## src/design/lkv_pkg.sv

```systemverilog
`timescale 1ns / 1ps
// ----------------------------------------------------------------------------
// lkv_pkg: shared types and constants of the lru key/value cache
// state codes, action codes and the structs that pass between the modules
// ----------------------------------------------------------------------------
package lkv_pkg;

    // width of the capacity register
    localparam int CFG_W = 5;

    // capacity after reset
    localparam logic [CFG_W-1:0] CAP_RESET = 5'd16;

    // action codes
    localparam logic ACT_GET = 1'b0;
    localparam logic ACT_PUT = 1'b1;

    // sequencer states
    typedef enum logic [1:0] {
        ST_IDLE,
        ST_SCAN,
        ST_UPDATE
    } t_state;

    // write enables of the entry memories
    typedef struct packed {
        logic key_we;
        logic val_we;
    } t_mem_wr;

    // result flags from the sequencer
    typedef struct packed {
        logic done;
        logic found;
        logic evicted;
    } t_res_flags;

endpackage

```

## src/design/lkv_mem.sv

```systemverilog
`timescale 1ns / 1ps
// ----------------------------------------------------------------------------
// lkv_mem: key and value storage of the cache entries
// one write port and one registered read port, shared address for both arrays
// ----------------------------------------------------------------------------
module lkv_mem
    import lkv_pkg::*;
#(
    parameter int ENTRIES     = 16,
    parameter int KEY_WIDTH   = 32,
    parameter int VALUE_WIDTH = 32
) (
    input  logic                       i_clk,
    input  logic                       i_rd_en,
    input  logic [$clog2(ENTRIES)-1:0] i_rd_addr,
    input  t_mem_wr                    i_wr,
    input  logic [$clog2(ENTRIES)-1:0] i_wr_addr,
    input  logic [KEY_WIDTH-1:0]       i_wr_key,
    input  logic [VALUE_WIDTH-1:0]     i_wr_val,
    output logic [KEY_WIDTH-1:0]       o_rd_key,
    output logic [VALUE_WIDTH-1:0]     o_rd_val
);

    logic [KEY_WIDTH-1:0]   r_key_mem [ENTRIES];
    logic [VALUE_WIDTH-1:0] r_val_mem [ENTRIES];

    // write port
    always_ff @(posedge i_clk) begin
        if (i_wr.key_we) begin
            r_key_mem[i_wr_addr] <= i_wr_key;
        end
        if (i_wr.val_we) begin
            r_val_mem[i_wr_addr] <= i_wr_val;
        end
    end

    // registered read port
    always_ff @(posedge i_clk) begin
        if (i_rd_en) begin
            o_rd_key <= r_key_mem[i_rd_addr];
            o_rd_val <= r_val_mem[i_rd_addr];
        end
    end

endmodule

```

## src/design/lkv_ctrl.sv

```systemverilog
`timescale 1ns / 1ps
// ----------------------------------------------------------------------------
// lkv_ctrl: scan sequencer, valid bits and recency ranks
// walks the entries one a cycle through a single key and rank compare, then
// applies the hit, insert or eviction in the update cycle
// ----------------------------------------------------------------------------
module lkv_ctrl
    import lkv_pkg::*;
#(
    parameter int ENTRIES     = 16,
    parameter int KEY_WIDTH   = 32,
    parameter int VALUE_WIDTH = 32
) (
    input  logic                         i_clk,
    input  logic                         i_rst_n,
    input  logic                         i_start,
    input  logic                         i_action,
    input  logic [KEY_WIDTH-1:0]         i_key,
    input  logic [VALUE_WIDTH-1:0]       i_write_value,
    input  logic                         i_clear,
    input  logic [$clog2(ENTRIES+1)-1:0] i_cap_eff,
    input  logic [KEY_WIDTH-1:0]         i_mem_key,
    input  logic [VALUE_WIDTH-1:0]       i_mem_val,
    output logic                         o_mem_rd_en,
    output logic [$clog2(ENTRIES)-1:0]   o_mem_rd_addr,
    output t_mem_wr                      o_mem_wr,
    output logic [$clog2(ENTRIES)-1:0]   o_mem_wr_addr,
    output logic [KEY_WIDTH-1:0]         o_mem_wr_key,
    output logic [VALUE_WIDTH-1:0]       o_mem_wr_val,
    output logic                         o_busy,
    output t_res_flags                   o_res,
    output logic [VALUE_WIDTH-1:0]       o_rd_value,
    output logic [KEY_WIDTH-1:0]         o_ev_key,
    output logic [$clog2(ENTRIES+1)-1:0] o_occ
);

    localparam int IDX_W  = $clog2(ENTRIES);
    localparam int RANK_W = $clog2(ENTRIES);
    localparam int CNT_W  = $clog2(ENTRIES+1);
    localparam logic [IDX_W-1:0] LAST_IDX = IDX_W'(ENTRIES - 1);

    t_state r_state, n_state;

    // latched item
    logic                   r_action;
    logic [KEY_WIDTH-1:0]   r_key;
    logic [VALUE_WIDTH-1:0] r_wval;

    // scan pointers
    logic             r_issue;
    logic [IDX_W-1:0] r_idx;
    logic             r_dvld;
    logic [IDX_W-1:0] r_didx;

    // scan findings
    logic                   r_hit;
    logic [IDX_W-1:0]       r_hit_idx;
    logic [RANK_W-1:0]      r_hit_rank;
    logic [VALUE_WIDTH-1:0] r_hit_val;
    logic                   r_vic;
    logic [IDX_W-1:0]       r_vic_idx;
    logic [KEY_WIDTH-1:0]   r_vic_key;
    logic                   r_free;
    logic [IDX_W-1:0]       r_free_idx;

    // entry state
    logic [ENTRIES-1:0] r_valid, n_valid;
    logic [RANK_W-1:0]  r_rank [ENTRIES];
    logic [RANK_W-1:0]  n_rank [ENTRIES];
    logic [CNT_W-1:0]   r_count, n_count;

    logic              w_accept;
    logic [CNT_W-1:0]  w_oldest_full;
    logic [RANK_W-1:0] w_oldest;
    logic              w_dvalid;
    logic [RANK_W-1:0] w_drank;
    logic              w_match;
    logic              w_is_vic;
    logic              w_put;
    logic              w_full;
    logic              w_slot_vic;
    logic              w_slot_free;
    logic              w_ins;
    logic [IDX_W-1:0]  w_slot;

    assign w_accept = i_start && !o_busy;

    // compare unit on the entry coming out of memory
    assign w_oldest_full = r_count - CNT_W'(1);
    assign w_oldest      = w_oldest_full[RANK_W-1:0];
    assign w_dvalid      = r_valid[r_didx];
    assign w_drank       = r_rank[r_didx];
    assign w_match       = r_dvld && w_dvalid && (i_mem_key == r_key);
    assign w_is_vic      = r_dvld && w_dvalid && (w_drank == w_oldest);

    // update decisions
    assign w_put       = (r_action == ACT_PUT);
    assign w_full      = (r_count >= i_cap_eff);
    assign w_slot_vic  = !r_hit && w_put && w_full && r_vic;
    assign w_slot_free = !r_hit && w_put && !w_slot_vic && r_free;
    assign w_ins       = w_slot_vic || w_slot_free;
    assign w_slot      = w_slot_vic ? r_vic_idx : r_free_idx;

    // state register
    always_ff @(posedge i_clk) begin
        if (!i_rst_n) begin
            r_state <= ST_IDLE;
        end else begin
            r_state <= n_state;
        end
    end

    // next state and sequencer outputs
    always_comb begin
        n_state       = r_state;
        o_busy        = 1'b1;
        o_mem_rd_en   = 1'b0;
        o_res         = '0;
        unique case (r_state)
            ST_IDLE: begin
                o_busy = 1'b0;
                if (i_start) begin
                    n_state = ST_SCAN;
                end
            end
            ST_SCAN: begin
                o_mem_rd_en = r_issue;
                if (r_dvld && (r_didx == LAST_IDX)) begin
                    n_state = ST_UPDATE;
                end
            end
            ST_UPDATE: begin
                o_res.done    = 1'b1;
                o_res.found   = r_hit;
                o_res.evicted = w_slot_vic;
                n_state       = ST_IDLE;
            end
            default: begin
                n_state = ST_IDLE;
            end
        endcase
    end

    assign o_mem_rd_addr = r_idx;

    // result payload
    assign o_rd_value = (r_hit && !w_put) ? r_hit_val : '0;
    assign o_ev_key   = w_slot_vic ? r_vic_key : '0;
    assign o_occ      = n_count;

    // memory writes in the update cycle
    always_comb begin
        o_mem_wr        = '0;
        o_mem_wr_addr   = w_slot;
        o_mem_wr_key    = r_key;
        o_mem_wr_val    = r_wval;
        if (r_state == ST_UPDATE) begin
            if (r_hit) begin
                o_mem_wr.val_we = w_put;
                o_mem_wr_addr   = r_hit_idx;
            end else if (w_ins) begin
                o_mem_wr.key_we = 1'b1;
                o_mem_wr.val_we = 1'b1;
            end
        end
    end

    // item latch and scan pointers
    always_ff @(posedge i_clk) begin
        if (!i_rst_n) begin
            r_issue <= 1'b0;
            r_dvld  <= 1'b0;
            r_idx   <= '0;
            r_didx  <= '0;
        end else if (w_accept) begin
            r_issue <= 1'b1;
            r_dvld  <= 1'b0;
            r_idx   <= '0;
        end else if (r_state == ST_SCAN) begin
            r_dvld <= r_issue;
            r_didx <= r_idx;
            if (r_issue) begin
                if (r_idx == LAST_IDX) begin
                    r_issue <= 1'b0;
                end else begin
                    r_idx <= r_idx + IDX_W'(1);
                end
            end
        end else begin
            r_dvld <= 1'b0;
        end
    end

    always_ff @(posedge i_clk) begin
        if (w_accept) begin
            r_action <= i_action;
            r_key    <= i_key;
            r_wval   <= i_write_value;
        end
    end

    // first hit, first least recent entry and first free slot
    always_ff @(posedge i_clk) begin
        if (!i_rst_n) begin
            r_hit  <= 1'b0;
            r_vic  <= 1'b0;
            r_free <= 1'b0;
        end else if (w_accept) begin
            r_hit  <= 1'b0;
            r_vic  <= 1'b0;
            r_free <= 1'b0;
        end else if (r_state == ST_SCAN) begin
            if (w_match && !r_hit) begin
                r_hit <= 1'b1;
            end
            if (w_is_vic && !r_vic) begin
                r_vic <= 1'b1;
            end
            if (r_dvld && !w_dvalid && !r_free) begin
                r_free <= 1'b1;
            end
        end
    end

    always_ff @(posedge i_clk) begin
        if (r_state == ST_SCAN) begin
            if (w_match && !r_hit) begin
                r_hit_idx  <= r_didx;
                r_hit_rank <= w_drank;
                r_hit_val  <= i_mem_val;
            end
            if (w_is_vic && !r_vic) begin
                r_vic_idx <= r_didx;
                r_vic_key <= i_mem_key;
            end
            if (r_dvld && !w_dvalid && !r_free) begin
                r_free_idx <= r_didx;
            end
        end
    end

    // recency, valid and occupancy update
    always_comb begin
        n_valid = r_valid;
        n_count = r_count;
        for (int i = 0; i < ENTRIES; i++) begin
            n_rank[i] = r_rank[i];
        end
        if (r_state == ST_UPDATE) begin
            if (r_hit) begin
                // promote: entries more recent than the hit age by one
                for (int i = 0; i < ENTRIES; i++) begin
                    if (IDX_W'(i) == r_hit_idx) begin
                        n_rank[i] = '0;
                    end else if (r_valid[i] && (r_rank[i] < r_hit_rank)) begin
                        n_rank[i] = r_rank[i] + RANK_W'(1);
                    end
                end
            end else if (w_ins) begin
                // insert as most recent, every other valid entry ages by one
                for (int i = 0; i < ENTRIES; i++) begin
                    if (IDX_W'(i) == w_slot) begin
                        n_rank[i]  = '0;
                        n_valid[i] = 1'b1;
                    end else if (r_valid[i]) begin
                        n_rank[i] = r_rank[i] + RANK_W'(1);
                    end
                end
                if (!w_slot_vic) begin
                    n_count = r_count + CNT_W'(1);
                end
            end
        end
    end

    always_ff @(posedge i_clk) begin
        if (!i_rst_n || i_clear) begin
            r_valid <= '0;
            r_count <= '0;
        end else begin
            r_valid <= n_valid;
            r_count <= n_count;
        end
    end

    always_ff @(posedge i_clk) begin
        for (int i = 0; i < ENTRIES; i++) begin
            r_rank[i] <= n_rank[i];
        end
    end

    // checks
    a_count_matches_valid: assert property (@(posedge i_clk) disable iff (!i_rst_n)
        $countones(r_valid) == int'(r_count))
        else $error("occupancy differs from number of valid entries");

    a_update_one_cycle: assert property (@(posedge i_clk) disable iff (!i_rst_n)
        (r_state == ST_UPDATE) |=> (r_state == ST_IDLE))
        else $error("update did not return to idle");

    a_evict_only_on_miss: assert property (@(posedge i_clk) disable iff (!i_rst_n)
        o_res.evicted |-> (!o_res.found && w_put))
        else $error("eviction on a hit or a get");

    a_count_bounded: assert property (@(posedge i_clk) disable iff (!i_rst_n)
        o_res.done |-> (int'(n_count) <= ENTRIES))
        else $error("occupancy beyond storage");

endmodule

```

## src/design/lru_key_value_cache_top.sv

```systemverilog
`timescale 1ns / 1ps
// ----------------------------------------------------------------------------
// lru_key_value_cache_top: fully associative key/value cache, lru replacement
// capacity register, result register and the scan engine around the memories
// ----------------------------------------------------------------------------
// Usage:
//   An item (action, key, write value) is taken at a clock edge where start
//   is high and busy is low. A get returns the stored value on a hit; a put
//   updates a present key or inserts a new one, evicting the least recent
//   entry once occupancy reaches the capacity.
//   Each item sweeps all ENTRIES slots through one key/rank comparator, one
//   slot per cycle out of the registered key/value memory read port, then
//   updates ranks and memories in the update state. The result shows on
//   the o_ ports for one cycle with o_done high; busy drops in that same
//   cycle, so the next item is taken at the edge that ends it.
//   The receiver has no way to stall: each result is taken in its strobe
//   cycle.
//   Reset sets the capacity to 16 and empties the store at once. Writing the
//   capacity through i_cfg_we / i_cfg_wdata empties the store too; write it
//   only while busy is low. Capacity 0 acts as 1, above ENTRIES as ENTRIES.
// ----------------------------------------------------------------------------
module lru_key_value_cache_top
    import lkv_pkg::*;
#(
    parameter int ENTRIES     = 16,
    parameter int KEY_WIDTH   = 32,
    parameter int VALUE_WIDTH = 32
) (
    input  logic                         i_clk,
    input  logic                         i_rst_n,
    input  logic                         start,
    output logic                         busy,
    input  logic                         i_action,
    input  logic [KEY_WIDTH-1:0]         i_key,
    input  logic [VALUE_WIDTH-1:0]       i_write_value,
    input  logic                         i_cfg_we,
    input  logic [CFG_W-1:0]             i_cfg_wdata,
    output logic                         o_done,
    output logic                         o_found,
    output logic [VALUE_WIDTH-1:0]       o_read_value,
    output logic                         o_evicted,
    output logic [KEY_WIDTH-1:0]         o_evicted_key,
    output logic [$clog2(ENTRIES+1)-1:0] o_occupancy
);

    localparam int IDX_W = $clog2(ENTRIES);
    localparam int CNT_W = $clog2(ENTRIES+1);
    localparam int CMP_W = (CNT_W > CFG_W) ? CNT_W : CFG_W;

    logic [CFG_W-1:0] r_cap;
    logic [CMP_W-1:0] w_cap_ext;
    logic [CMP_W-1:0] w_cap_eff_ext;
    logic [CNT_W-1:0] w_cap_eff;

    logic                   w_rd_en;
    logic [IDX_W-1:0]       w_rd_addr;
    t_mem_wr                w_wr;
    logic [IDX_W-1:0]       w_wr_addr;
    logic [KEY_WIDTH-1:0]   w_wr_key;
    logic [VALUE_WIDTH-1:0] w_wr_val;
    logic [KEY_WIDTH-1:0]   w_mem_key;
    logic [VALUE_WIDTH-1:0] w_mem_val;

    t_res_flags             w_res;
    logic [VALUE_WIDTH-1:0] w_rd_value;
    logic [KEY_WIDTH-1:0]   w_ev_key;
    logic [CNT_W-1:0]       w_occ;

    // capacity register
    always_ff @(posedge i_clk) begin
        if (!i_rst_n) begin
            r_cap <= CAP_RESET;
        end else if (i_cfg_we) begin
            r_cap <= i_cfg_wdata;
        end
    end

    // effective capacity, clamped to one .. ENTRIES
    assign w_cap_ext = CMP_W'(r_cap);
    always_comb begin
        if (w_cap_ext == '0) begin
            w_cap_eff_ext = CMP_W'(1);
        end else if (w_cap_ext > CMP_W'(ENTRIES)) begin
            w_cap_eff_ext = CMP_W'(ENTRIES);
        end else begin
            w_cap_eff_ext = w_cap_ext;
        end
    end
    assign w_cap_eff = w_cap_eff_ext[CNT_W-1:0];

    lkv_mem #(
        .ENTRIES     (ENTRIES),
        .KEY_WIDTH   (KEY_WIDTH),
        .VALUE_WIDTH (VALUE_WIDTH)
    ) u_mem (
        .i_clk     (i_clk),
        .i_rd_en   (w_rd_en),
        .i_rd_addr (w_rd_addr),
        .i_wr      (w_wr),
        .i_wr_addr (w_wr_addr),
        .i_wr_key  (w_wr_key),
        .i_wr_val  (w_wr_val),
        .o_rd_key  (w_mem_key),
        .o_rd_val  (w_mem_val)
    );

    lkv_ctrl #(
        .ENTRIES     (ENTRIES),
        .KEY_WIDTH   (KEY_WIDTH),
        .VALUE_WIDTH (VALUE_WIDTH)
    ) u_ctrl (
        .i_clk         (i_clk),
        .i_rst_n       (i_rst_n),
        .i_start       (start),
        .i_action      (i_action),
        .i_key         (i_key),
        .i_write_value (i_write_value),
        .i_clear       (i_cfg_we),
        .i_cap_eff     (w_cap_eff),
        .i_mem_key     (w_mem_key),
        .i_mem_val     (w_mem_val),
        .o_mem_rd_en   (w_rd_en),
        .o_mem_rd_addr (w_rd_addr),
        .o_mem_wr      (w_wr),
        .o_mem_wr_addr (w_wr_addr),
        .o_mem_wr_key  (w_wr_key),
        .o_mem_wr_val  (w_wr_val),
        .o_busy        (busy),
        .o_res         (w_res),
        .o_rd_value    (w_rd_value),
        .o_ev_key      (w_ev_key),
        .o_occ         (w_occ)
    );

    // result register, one-cycle strobe
    always_ff @(posedge i_clk) begin
        if (!i_rst_n) begin
            o_done <= 1'b0;
        end else begin
            o_done <= w_res.done;
        end
    end

    always_ff @(posedge i_clk) begin
        if (w_res.done) begin
            o_found       <= w_res.found;
            o_read_value  <= w_rd_value;
            o_evicted     <= w_res.evicted;
            o_evicted_key <= w_ev_key;
            o_occupancy   <= w_occ;
        end
    end

endmodule

```

## config.mk

```make
export PLATFORM = sky130hd
export DESIGN_NAME = lru_key_value_cache_top
export DESIGN_NICKNAME = d
export VERILOG_FILES = /design/src/design/lkv_pkg.sv /design/src/design/lkv_mem.sv /design/src/design/lkv_ctrl.sv /design/src/design/lru_key_value_cache_top.sv
export SDC_FILE = /design/constraint.sdc
export NUM_CORES = 2
export LEC_CHECK = 0
export BUFFER_PORTS_ARGS = -buffer_cell sky130_fd_sc_hd__clkbuf_2
export CAP_MARGIN = 5
export CORE_UTILIZATION = 50
export DETAILED_ROUTE_END_ITERATION = 7
export PLACE_DENSITY = 0.72
export SLEW_MARGIN = 10
export SYNTH_ARGS = -nofsm -noshare
export SYNTH_HDL_FRONTEND = slang
export SYNTH_SLANG_ARGS = --single-unit
```

## constraint.sdc

```tcl
create_clock -name i_clk -period 10.9 [get_ports i_clk]
set_input_delay 2.18 -clock i_clk [delete_from_list [all_inputs] [get_ports i_clk]]
set_output_delay 2.18 -clock i_clk [all_outputs]
set_load 0.01 [all_outputs]
```

* Yosys cells after proc, flatten, opt, wreduce, memory -nomap -nowiden
Memory sizes are Yosys's and may differ from the RTL's. A register that Yosys moved wholly into a read port is not among the register bits.
Cells that the tools add are included.
** Storage, ports and cells
- Register bits after elaboration :: 258
- Bits in writable memories :: 1088
- Input bits :: 74
- Output and inout bits :: 73
- Logic and storage cells :: 290
- Memories kept :: 3
** Memories
- u_mem.r_key_mem :: depth 16, width 32, read ports 1, clocked after Yosys merged registers in 1, write ports 1, RTL line lkv_mem.sv:24 : logic [KEY_WIDTH-1:0] r_key_mem [ENTRIES];
- u_mem.r_val_mem :: depth 16, width 32, read ports 1, clocked after Yosys merged registers in 1, write ports 1, RTL line lkv_mem.sv:25 : logic [VALUE_WIDTH-1:0] r_val_mem [ENTRIES];
- u_ctrl.r_rank :: depth 16, width 4, read ports 17, clocked after Yosys merged registers in 1, write ports 16, RTL line lkv_ctrl.sv:68 : logic [RANK_W-1:0] r_rank [ENTRIES];
** Operators by class
- Add/subtract/negate cells :: 19
- Order comparisons :: 19
- Equal/unequal tests :: 38
- Mux-type cells :: 98
- Bitwise gates (word level) :: 4
- Reductions and logical operators :: 68
** Operator list (number)
- $mux W4 :: 69
- $mux W64 :: 3
- $add A4 B1 Y4 const B :: 17
- $eq A4 B4 Y1 const A :: 16
- $lt A4 B4 Y1 :: 16
- $reduce_and A4 Y1 :: 16
- $eq A3 B4 Y1 const A :: 8
- $eq A32 B32 Y1 :: 1
- $logic_and A1 B1 Y1 :: 31
- $mux W5 :: 6
- $eq A2 B4 Y1 const A :: 4
- $mux W1 :: 13
- $reduce_and A2 Y1 :: 5
- $eq A1 B4 Y1 const A :: 2
- $eq A4 B4 Y1 const B :: 2
- $logic_not A4 Y1 :: 2
- $mux W2 :: 4
- $logic_not A1 Y1 :: 7
- $add A5 B1 Y5 const B :: 1
- $ge A5 B5 Y1 :: 1
- $gt A5 B5 Y1 const B :: 1
- $logic_not A5 Y1 :: 1
- $lt A4 B5 Y1 const B :: 1
- $bmux W1 S4 :: 1
- 14 further kinds :: 18

* Logic depth before layout (Yosys ltp)
- Depth after elaboration :: 15
- Mapped depth :: 14

* By module
From an unflattened synthesis, not the netlist that was laid out.
** Unflattened totals
- Cell total of the unflattened synthesis :: 2859
- Area total of the unflattened synthesis :: 55468.2 µm²
** By module, submodules not included
- lkv_mem :: instances 1, cells an instance 1672, area an instance 40296.1 µm²
- lkv_ctrl :: instances 1, cells an instance 1091, area an instance 12792.3 µm²
- lru_key_value_cache_top :: instances 1, cells an instance 96, area an instance 2379.8 µm²

* Worst setup path before layout
No wires, ideal clock.
- Path type :: reg-to-reg
- From :: register u_ctrl.r_state[1]
- To :: memory u_mem.r_key_mem[11][0], enable pin
- Setup time :: 461 ps
- Data arrival time :: 6959 ps
- Path slack :: 3480 ps
- Stages on the path, launching flop included :: 6
- Buffers on the path :: 0
- Period minus slack after synthesis :: 7420 ps
- Cell sequence :: dfxtp_1 nor2b_1 nand2_1 clkinv_1 o221ai_1 nor3_1
** Between the ends
- Cells in the longest elaborated chain, start to end :: 4
** RTL lines
- from (decl) :: RTL line lkv_ctrl.sv:42 : t_state r_state, n_state;
- from (signal assigned) :: RTL line lkv_ctrl.sv:109 : r_state <= n_state;
- $eq A2 B2 Y1 (*) :: RTL line lkv_ctrl.sv:157 : if (r_state == ST_UPDATE) begin
- $mux W2 :: RTL line lkv_ctrl.sv:157
- $mux W1 :: RTL line lkv_mem.sv:29 : if (i_wr.key_we) begin
- $mux W1 (not written as such) :: RTL line lkv_mem.sv:30 : r_key_mem[i_wr_addr] <= i_wr_key;
- to (decl) :: RTL line lkv_mem.sv:24
Mark *: on every way between the ends. The rest lies on a longest branch, timed or not.

* Worst setup path in the final report
- From :: register r_cap[1]
- To :: memory u_mem.r_val_mem[4][16], enable pin
** Between the ends
- Cells in the longest elaborated chain, start to end :: 15
** RTL lines
- from (decl) :: RTL line lru_key_value_cache_top.sv:50 : logic [CFG_W-1:0] r_cap;
- from (signal assigned) :: RTL line lru_key_value_cache_top.sv:74 : r_cap <= i_cfg_wdata;
- $gt A5 B5 Y1 :: RTL line lru_key_value_cache_top.sv:83 : end else if (w_cap_ext > CMP_W'(ENTRIES)) begin
- $mux W5 :: RTL line lru_key_value_cache_top.sv:83
- $mux W5 (*) :: RTL line lru_key_value_cache_top.sv:81 : if (w_cap_ext == '0) begin
- $ge A5 B5 Y1 (*) :: RTL line lkv_ctrl.sv:98 : assign w_full = (r_count >= i_cap_eff);
- $logic_and A1 B1 Y1 (*) (2 in series) :: RTL line lkv_ctrl.sv:99 : assign w_slot_vic = !r_hit && w_put && w_full && r_vic;
- $logic_not A1 Y1 :: RTL line lkv_ctrl.sv:100 : assign w_slot_free = !r_hit && w_put && !w_slot_vic && r_free;
- $logic_and A1 B1 Y1 (2 in series) :: RTL line lkv_ctrl.sv:100
- $logic_or A1 B1 Y1 :: RTL line lkv_ctrl.sv:101 : assign w_ins = w_slot_vic || w_slot_free;
- $mux W2 :: RTL line lkv_ctrl.sv:161 : end else if (w_ins) begin
- $mux W1 :: RTL line lkv_ctrl.sv:158 : if (r_hit) begin
- $mux W2 :: RTL line lkv_ctrl.sv:157
- $mux W1 :: RTL line lkv_mem.sv:32 : if (i_wr.val_we) begin
- $mux W1 (not written as such) :: RTL line lkv_mem.sv:33 : r_val_mem[i_wr_addr] <= i_wr_val;
- to (decl) :: RTL line lkv_mem.sv:25
Marks and branches as above.

==> run_results.csv <==
group,metric,value,unit
logic_synthesis,yosysSeqAreaShare,0.765,
timing,finalMaxSlewViolations,0,
layout,stdcell_count,4344,
hold_path,min_to,"u_ctrl.r_hit_val[8]",
die,initial_core_util,0.505,
critical_path,crit_fanout,32,
layout,multi_input_area,12700,sq um
detailed_routing,drt_iter0_drc,2981,
cts,cts.sink_count,1414,
cts,cts_tree,"done",
outcome,run_status,"finished clean",
hold_path,worstHoldPathCells,0,
timing,skew,0.0293,ns
timing,finalCriticalPeriod,4.73,ns
die,dieHeight,333,um
critical_path,cp.required,11.26,ns
logic_synthesis,avgSynthCellArea,21.3,sq um
hold_path,hold_start,"u_mem.o_rd_val[8]",
grt,overflow,0,
grt,grt_max_degree,145,
detailed_routing,vias,26400,
timing,hold_viol_final,0,
cts,cts_setup_buffers,0,
timing,fmax,211,MHz
cts,clk_pin_slew_worst_paths,0.06,ns
logic_synthesis,muxShareOfSynthArea,0.145,
detailed_routing,drtAntennaViolNets,0,
layout,syn2layout_area_growth,13.4,%
critical_path,worstReg2RegStart,"r_cap[1]",
critical_path,crit_arrival,5.09,ns
cts,cts_resized,0,
critical_path,criticalPathCategory,"reg2reg",
detailed_routing,routed_wl,123000,um
logic_synthesis,postSynthCellCount,2580,
grt,grt_pass1_wl,181000,um
grt,first_global_vias,27300,
placed_design,hpwl,68100,um
detailed_routing,post_drt_wl_per_cell,28.4,um
timing,fin_crit_sh,0.434,
logic_synthesis,synth_top_family_by_area,"multiplexers",
placed_design,io_buffers,146,
cts,cts_max_level,4,
pwr,power_density,175,nW/um^2
job,drv_cap,0,
logic_synthesis,yosysUniqueCellTypes,53,
logic_synthesis,synthAdderAreaFrac,0.0164,
layout,layout-drive-gt1-share,0.266,
logic_synthesis,synth-simple-area-share,0.0365,
logic_synthesis,synth-edff-count,1368,
logic_synthesis,synth.net_count,2726,
placed_design,place_area,57700,sq um
layout,nNetsFinal,2965,
timing,setup_violations,0,
logic_synthesis,yosysWarnings,0,
hold_path,hold_class,"reg2reg",
detailed_routing,dr.pass1.iters,7,
die,ios,147,
critical_path,startpoint_type,"register",
grt,grt_use_total,0.225,
cts,cts_buffers,140,
critical_path,end_kind,"register",
placed_design,place_inst,4088,
timing,slew_headroom,0.198,
critical_path,r2r_slack,6.17,ns
pwr,p_leak,19.9,nW
timing,worst_pin_slew,1.20,ns
layout,num-fill-cells,7623,
grt,antenna_found_initial,3,
timing,tns,0,ns
critical_path,reg2reg_to,"u_mem.r_val_mem[4][16]",
cts,holdBufCountCts,0,
die,core_area,109000,sq um
logic_synthesis,ys_ff_latch,1414,
detailed_routing,routed_via_density,6.08,
die,dieWidth,333,um
logic_synthesis,netlist_area,54900,sq um
cts,cts_buffer_depth,3,
pwr,finalPower,10.9,mW
cts,clockRootBuffer,"clkbuf_16",
logic_synthesis,synth-xor-area-share,0.0119,
logic_synthesis,synth_async_sr_flop_share,0,
layout,final_area,62300,sq um
die,die_area,111000,sq um
logic_synthesis,synth_ff_type,"edfxtp_1",
cts,worstSkewPairLatency,0.76,ns
die,row_count,121,
critical_path,reg2regPathDepth,11,
pwr,vdd_drop_max,0.119,mV
timing,rsz0062_at_grt,"no",
placed_design,place_congestion,0.897,
logic_synthesis,synth-compound-area-share,0.0174,
detailed_routing,drc,0,
layout,seq_area,42000,sq um
[logic make-up (layout without fill, tap and decap cells)]
group                      count (synthesis)  in the layout
other                                      0              2
buffers and inverters                    120            468
and+or+nand+nor                          395            395
xor gates and xnor gates                  74             74
AOI/OAI and AO/OA                        144            144
DFF                                     1414           1414
muxes                                    361            361
adders and majority gates                 72             72
[layer usage]
layer / up-vias / wire length [um] / GRT usage
met4: 0 / 3130 / 0.0695
met3: 199 / 9180 / 0.0447
li1: 11100 / - / -
met2: 1175 / 62200 / 0.370
met5: - / 0 / 0
met1: 13900 / 49000 / 0.306
[how the worst max path moves through the flow]
stage / startpoint / to / cells past startpoint
after CTS: r_cap[1] / u_mem.r_key_mem[5][8] / 11
after global placement: r_cap[1] / u_mem.r_key_mem[4][18] / 11
after detailed placement: r_cap[1] / u_mem.r_key_mem[5][10] / 11
after global routing: r_cap[1] / u_mem.r_val_mem[4][16] / 11
final: r_cap[1] / u_mem.r_val_mem[4][16] / 11
after floorplan: u_ctrl.r_state[1] / u_mem.r_key_mem[11][0] / 5
[cell usage in the layout, fill, tap and decap left out, types with 7 or more instances in the layout]
cell type,count
bufinv_16,12
clkbuf_16,143
xor2_1,49
mux4_1,12
nand4_1,7
dfxtp_1,42
clkbuf_1,21
buf_4,45
nor4_1,8
and2_1,78
o21a_1,17
mux4_2,330
nor2b_1,17
xnor2_1,24
nor3b_1,7
a21o_1,31
nor3_1,23
nor2_4,31
edfxtp_1,1368
a21oi_1,42
clkinv_1,33
nor2_1,90
mux2i_1,15
nand3_1,25
clkbuf_2,146
nand2b_1,30
ha_1,72
inv_6,7
inv_1,18
o21ai_0,19
and3_1,12
nand2_1,48
clkinv_2,22
[cell usage after synthesis (15+ instances only)]
cell type	n	area, sq um
a21o_1	31	233
a21oi_1	42	210
and2_1	79	494
buf_1	26	97.6
clkbuf_1	69	259
dfxtp_1	46	921
edfxtp_1	1368	41100
ha_1	72	901
inv_1	19	71.3
mux2i_1	15	150
mux4_2	330	7430
nand2_1	48	180
nand2b_1	30	188
nand3_1	25	125
nor2_1	122	458
nor2b_1	18	113
nor3_1	25	125
o21a_1	17	128
o21ai_0	19	95.1
xnor2_1	24	210
xor2_1	49	429
[worst max-delay path: stages (launching register included)]
cell and delay [ns]:
dfxtp_1 0.32, nor3_1 0.20, nor2_1 0.07, nor2_1 0.09
ha_1 0.23, nand2b_1 0.14, a21o_1 0.19, a21o_1 0.24
a21oi_4 0.52, mux2i_1 0.22, nand4b_1 0.85, nor2_4 1.21
[through the flow]
| step | worst slack (ns) | hold slack [ns] | util |
|---|---|---|---|
| after floorplan | 3.48 | 0.400 | - |
| after global placement | 5.92 | 0.405 | 0.530 |
| after detailed placement | 6.02 | 0.405 | 0.530 |
| after CTS | 5.97 | 0.418 | 0.572 |
| after global routing | 5.86 | 0.424 | 0.572 |
| final | 6.17 | 0.418 | 0.572 |
[cell type report]
cell class | instances | share of cell area
Sequential cell | 1414 | 0.674
Multi-Input combinational cell | 1046 | 0.204
Clock buffer | 165 | 0.0589
Tap cell | 1414 | 0.0284
Timing Repair Buffer | 197 | 0.0192
Clock inverter | 86 | 0.0134
Inverter | 20 | 0.00125
Antenna cell | 2 | 0.0000803
[where the power goes]
group	switching [mW]	internal (mW)	total, mW	leakage, nW
clock network	2.02	2.71	4.72	2.20
registers	0.0671	5.98	6.04	12.9
logic	0.0759	0.0598	0.136	4.85
[registers in the layout (all words and copies together), names as in the netlist, 16 cells and up, named ones only]
signal / flops
o_evicted_key: 32
o_read_value: 32
u_ctrl.o_mem_wr_key: 32
u_ctrl.o_mem_wr_val: 32
u_ctrl.r_hit_val: 32
u_ctrl.r_rank: 64
u_ctrl.r_valid: 16
u_ctrl.r_vic_key: 32
u_mem.o_rd_key: 32
u_mem.o_rd_val: 32
u_mem.r_key_mem: 512
u_mem.r_val_mem: 512
No activity file was read; power rests on OpenSTA's default activity.
